**src/sv/bfbs_pkg.sv**
```systemverilog
`timescale 1ns / 1ps
`default_nettype none
// ----------------------------------------------------------------------------
// Bloom filter bit store package
// Shared sizes, operation codes and the filter size clamp.
// ----------------------------------------------------------------------------
package bfbs_pkg;

    localparam int MAX_WORDS   = 1024;
    localparam int WORD_BITS   = 64;
    localparam int MAX_BITS    = MAX_WORDS * WORD_BITS;
    localparam int WIDX_W      = $clog2(MAX_WORDS);
    localparam int BPOS_W      = $clog2(WORD_BITS);
    localparam int REM_W       = WIDX_W + BPOS_W;
    localparam int FB_W        = 17;
    localparam int HASH_W      = 32;
    localparam int STEP_W      = $clog2(HASH_W);
    localparam logic [FB_W-1:0] FB_RESET = FB_W'(65536);

    typedef enum logic [1:0] {
        FN_ADD   = 2'd0,
        FN_QUERY = 2'd1,
        FN_MERGE = 2'd2,
        FN_READ  = 2'd3
    } t_func;

    typedef enum logic [2:0] {
        ST_CLEAR,
        ST_IDLE,
        ST_DIV,
        ST_RD,
        ST_WR
    } t_state;

    // Size zero counts as one bit; sizes above the array clamp to its size.
    function automatic logic [FB_W-1:0] eff_bits(input logic [FB_W-1:0] v);
        logic [FB_W-1:0] r;
        r = v;
        if (v == '0) begin
            r = FB_W'(1);
        end else if (v > FB_W'(MAX_BITS)) begin
            r = FB_W'(MAX_BITS);
        end
        return r;
    endfunction

endpackage
`default_nettype wire

```
**src/sv/bfbs_mod.sv**
```systemverilog
`timescale 1ns / 1ps
`default_nettype none
// ----------------------------------------------------------------------------
// Bloom filter hash reduction unit
// Restoring remainder of a 32-bit hash by the filter size, one bit per cycle.
// ----------------------------------------------------------------------------
module bfbs_mod
    import bfbs_pkg::*;
(
    input  wire logic              i_clk,
    input  wire logic              i_rst_n,
    input  wire logic              i_start,
    input  wire logic [HASH_W-1:0] i_dividend,
    input  wire logic [FB_W-1:0]   i_divisor,
    output logic                   o_done,
    output logic [REM_W-1:0]       o_rem
);

    logic              r_busy;
    logic              r_done;
    logic [STEP_W-1:0] r_cnt;
    logic [HASH_W-1:0] r_quo;
    logic [REM_W-1:0]  r_rem;
    logic [FB_W-1:0]   r_div;
    logic [FB_W-1:0]   w_trial;
    logic [FB_W-1:0]   w_diff;

    // The partial remainder stays below the divisor, so it fits REM_W bits.
    assign w_trial = {r_rem, r_quo[HASH_W-1]};
    assign w_diff  = w_trial - r_div;

    always_ff @(posedge i_clk) begin
        if (!i_rst_n) begin
            r_busy <= 1'b0;
            r_done <= 1'b0;
            r_cnt  <= '0;
        end else begin
            r_done <= 1'b0;
            if (i_start) begin
                r_busy <= 1'b1;
                r_cnt  <= '0;
            end else if (r_busy) begin
                r_cnt <= r_cnt + STEP_W'(1);
                if (r_cnt == STEP_W'(HASH_W - 1)) begin
                    r_busy <= 1'b0;
                    r_done <= 1'b1;
                end
            end
        end
    end

    always_ff @(posedge i_clk) begin
        if (i_start) begin
            r_quo <= i_dividend;
            r_rem <= '0;
            r_div <= i_divisor;
        end else if (r_busy) begin
            r_quo <= {r_quo[HASH_W-2:0], 1'b0};
            if (w_trial >= r_div) begin
                r_rem <= w_diff[REM_W-1:0];
            end else begin
                r_rem <= w_trial[REM_W-1:0];
            end
        end
    end

    assign o_done = r_done;
    assign o_rem  = r_rem;

    a_start_idle: assert property (@(posedge i_clk) disable iff (!i_rst_n)
        i_start |-> !r_busy)
        else $error("reduction started while busy");

    a_done_after_busy: assert property (@(posedge i_clk) disable iff (!i_rst_n)
        r_done |-> $past(r_busy))
        else $error("done without a running reduction");

    a_rem_below_div: assert property (@(posedge i_clk) disable iff (!i_rst_n)
        r_done |-> ({1'b0, r_rem} < r_div))
        else $error("remainder not below divisor");

endmodule
`default_nettype wire

```
**config.mk**
```make
export PLATFORM = sky130hd
export DESIGN_NAME = bfbs_mod
export DESIGN_NICKNAME = d
export VERILOG_FILES = /design/src/sv/bfbs_pkg.sv /design/src/sv/bfbs_mod.sv
export SDC_FILE = /design/constraint.sdc
export NUM_CORES = 1
export LEC_CHECK = 0
export BUFFER_PORTS_ARGS = -buffer_cell sky130_fd_sc_hd__buf_2
export CORE_UTILIZATION = 60
export CTS_CLUSTER_DIAMETER = 80
export CTS_CLUSTER_SIZE = 20
export DETAILED_ROUTE_END_ITERATION = 10
export PLACE_DENSITY_LB_ADDON = 0.2
export SYNTH_ARGS = -nofsm -noshare
export SYNTH_HDL_FRONTEND = slang
export SYNTH_SLANG_ARGS = --single-unit
```
**constraint.sdc**
```tcl
create_clock -name i_clk -period 7.1 [get_ports i_clk]
set_input_delay 0.71 -clock i_clk [delete_from_list [all_inputs] [get_ports i_clk]]
set_output_delay 0.71 -clock i_clk [all_outputs]
set_load 0.05 [all_outputs]
```
==> out/metrics.cfg <==
[status]
outcome=completed

[timing]
hold_violations=0
drv_slew=0
setup-tns-final_ns=0
max_freq_mhz=384
period_minus_slack_ns=2.61
whs_ns=0.514
rsz0062_at_grt=false
finalSetupViolCount=0
skew_ns=0.0179
tightestPinTransition_ns=0.848
min_period_over_period_pct=36.7
maxSlewHeadroom_pct=43.3
finalWorstSetupSlack_ns=4.49

[flow_run]
drv_cap=0

[placed_design]
portBuffers=68
pre_cts_ws_ns=4.13
dpl.cell_count=475
gp_congestion=0.873
dp_hpwl_um=5810

[global_route]
grt-ovfl-total=0
grt_usage_pct=26.7
first_global_vias=2800
grt_pass1_wl_um=13100
grt_max_degree=60
antenna_found_initial=0

[cts]
cts_buffer_depth=2
cts_resized=0
cts_tree=yes
holdBufCountCts=0
cts_root_buf=clkbuf_8
postCtsSetupBuffers=0
clock-sinks=72
worstSkewPairLatency_ns=0.34
cts_buffers=9
clk_pin_slew_worst_paths_ns=0.08
cts_max_level=3

[synth]
synth_top_area_share_pct=38.4
yosys.area.top_type=edfxtp_1
ys_types=56
yosysSeqAreaShare_pct=50.4
ys_warn_count=0
syn_area_um2=3830
synth.area.top_cells=edfxtp_1, dfxtp_1, mux2_2
yosys_register_bits=72
synth_commonest_cells=edfxtp_1, mux2_2, inv_1
synthArstFlopShare_pct=0
synth_xor_area_share_pct=2.51
synth_fa_ha_area_share_pct=6.72
syn_inst=341
synth-edff-count=49
synthMuxAreaShare_pct=9.62
synth_top_family_by_area=compound AO/OA/AOI/OAI gates
yosys.area_share.simple_pct=11.6
synthFlopType=edfxtp_1
avgSynthCellArea_um2=11.2
syn_nets=413
synth-compound-area-share_pct=15.4
synth_most_common_cell=edfxtp_1

[die]
dieWidth_um=81.9
start_util_pct=63.6
die_h_um=81.9
ios=69
dieArea_um2=6710
core_um2=6030
fp-row-count=28

[detailed_routing]
dr.pass1.iters=4
drc=0
drt_iter0_markers=327
avgViaCountPerCell=5.95
routedWlPerCell_um=16.6
vias=2919
ant_nets=0
wirelength_um=8170

[setup_path]
worstSetupPathType=in -> reg
crit_chain=buf_2 > buf_4 > nor2_1 > inv_1 > buf_4
cp-end-kind=flip-flop
path_max_fanout=59
start_kind=primary input
required_ns=7.12
crit_top_cell=buf_4
max_stage_delay_ns=0.57
critPathSlowestCell=inv_1
arrival_ns=2.63

[final_layout]
drive_gt1_share_pct=29.3
nets=483
antennaDiodeCount=0
fin_cells=491
syn_to_final_growth_pct=16.1
fillCellCount=446

[power]
vdd_drop_max_uv=159
power_density_nw_per_um2=221
total_power_mw=0.985
p_leak_nw=1.85

[min_path]
hold_class=reg -> reg

## worst paths after layout
check | from | end | slack (ns) | cells past startpoint
worst min register to register | o_rem[15] | o_rem[15] | 0.51 | 2
worst min-delay path | o_rem[15] | o_rem[15] | 0.51 | 2
worst max-delay path | i_start | r_quo[14] | 4.49 | 5
worst max register to register | r_quo[31] | o_rem[12] | 4.55 | 10
## kinds of logic (layout without fill, tap and decap cells)
| family | Yosys count | count (layout) |
|---|---|---|
| AOI/OAI and AO/OA | 79 | 79 |
| xor gates and xnor gates | 11 | 11 |
| adders and majority gates | 20 | 20 |
| buffers and inverters | 38 | 113 |
| DFF | 72 | 72 |
| muxes | 33 | 33 |
| and+or+nand+nor | 88 | 88 |
## layout by cell type, fill, tap and decap left out, types with 4 or more instances in the layout
cell / count
o21ai_0: 10
a21oi_1: 15
and2_1: 9
nand3_1: 8
clkbuf_8: 9
nand4_1: 7
buf_2: 68
ha_1: 19
nand2b_1: 5
xnor2_1: 6
nor2_1: 19
a311oi_1: 5
o211ai_1: 4
o21a_1: 5
nor3_1: 7
xor2_1: 5
nand2_1: 20
dfxtp_1: 23
a21boi_0: 4
inv_1: 27
mux2_2: 31
edfxtp_1: 49
## flip-flops by register name, summed over array words and instances (netlist names)
| signal | flops |
|---|---|
| r_div | 17 |
| o_done | 1 |
| r_quo | 32 |
| r_busy | 1 |
| r_cnt | 5 |
| o_rem | 16 |
## through the flow
| stage | instance area [um2] | util [%] |
|---|---|---|
| final | 4450 | 73.9 |
| after global routing | 4450 | 73.9 |
| after CTS | 4450 | 73.9 |
| after detailed placement | 4240 | 70.4 |
| after global placement | 4240 | 70.4 |
| after floorplan | 3830 | - |
## critical path, delay by kind of cell
family	cells	cell delay (ns)
AND/OR/NAND/NOR	1	0.33
buffers and inverters	4	1.56
## routing by layer
layer	wire length (um)	vias to the layer above	global-route usage [%]
met5	0	-	0
met4	103	0	9.30
met3	550	11	6.67
met2	3970	117	43.7
met1	3550	1365	34.1
li1	-	1426	-
## report_power, final
part	internal, mW	switching [mW]
registers	0.484	0.0134
clock network	0.198	0.153
logic	0.0597	0.0773
## cell type report
class	instances	area (um2)	share of cell area [%]
Clock inverter	5	81.3	1.83
Timing Repair Buffer	70	355	7.98
Clock buffer	11	131	2.95
Tap cell	75	93.8	2.11
Multi-Input combinational cell	231	1760	39.5
Sequential cell	72	1930	43.4
Inverter	27	101	2.28
(Power assumes the default switching activity.)
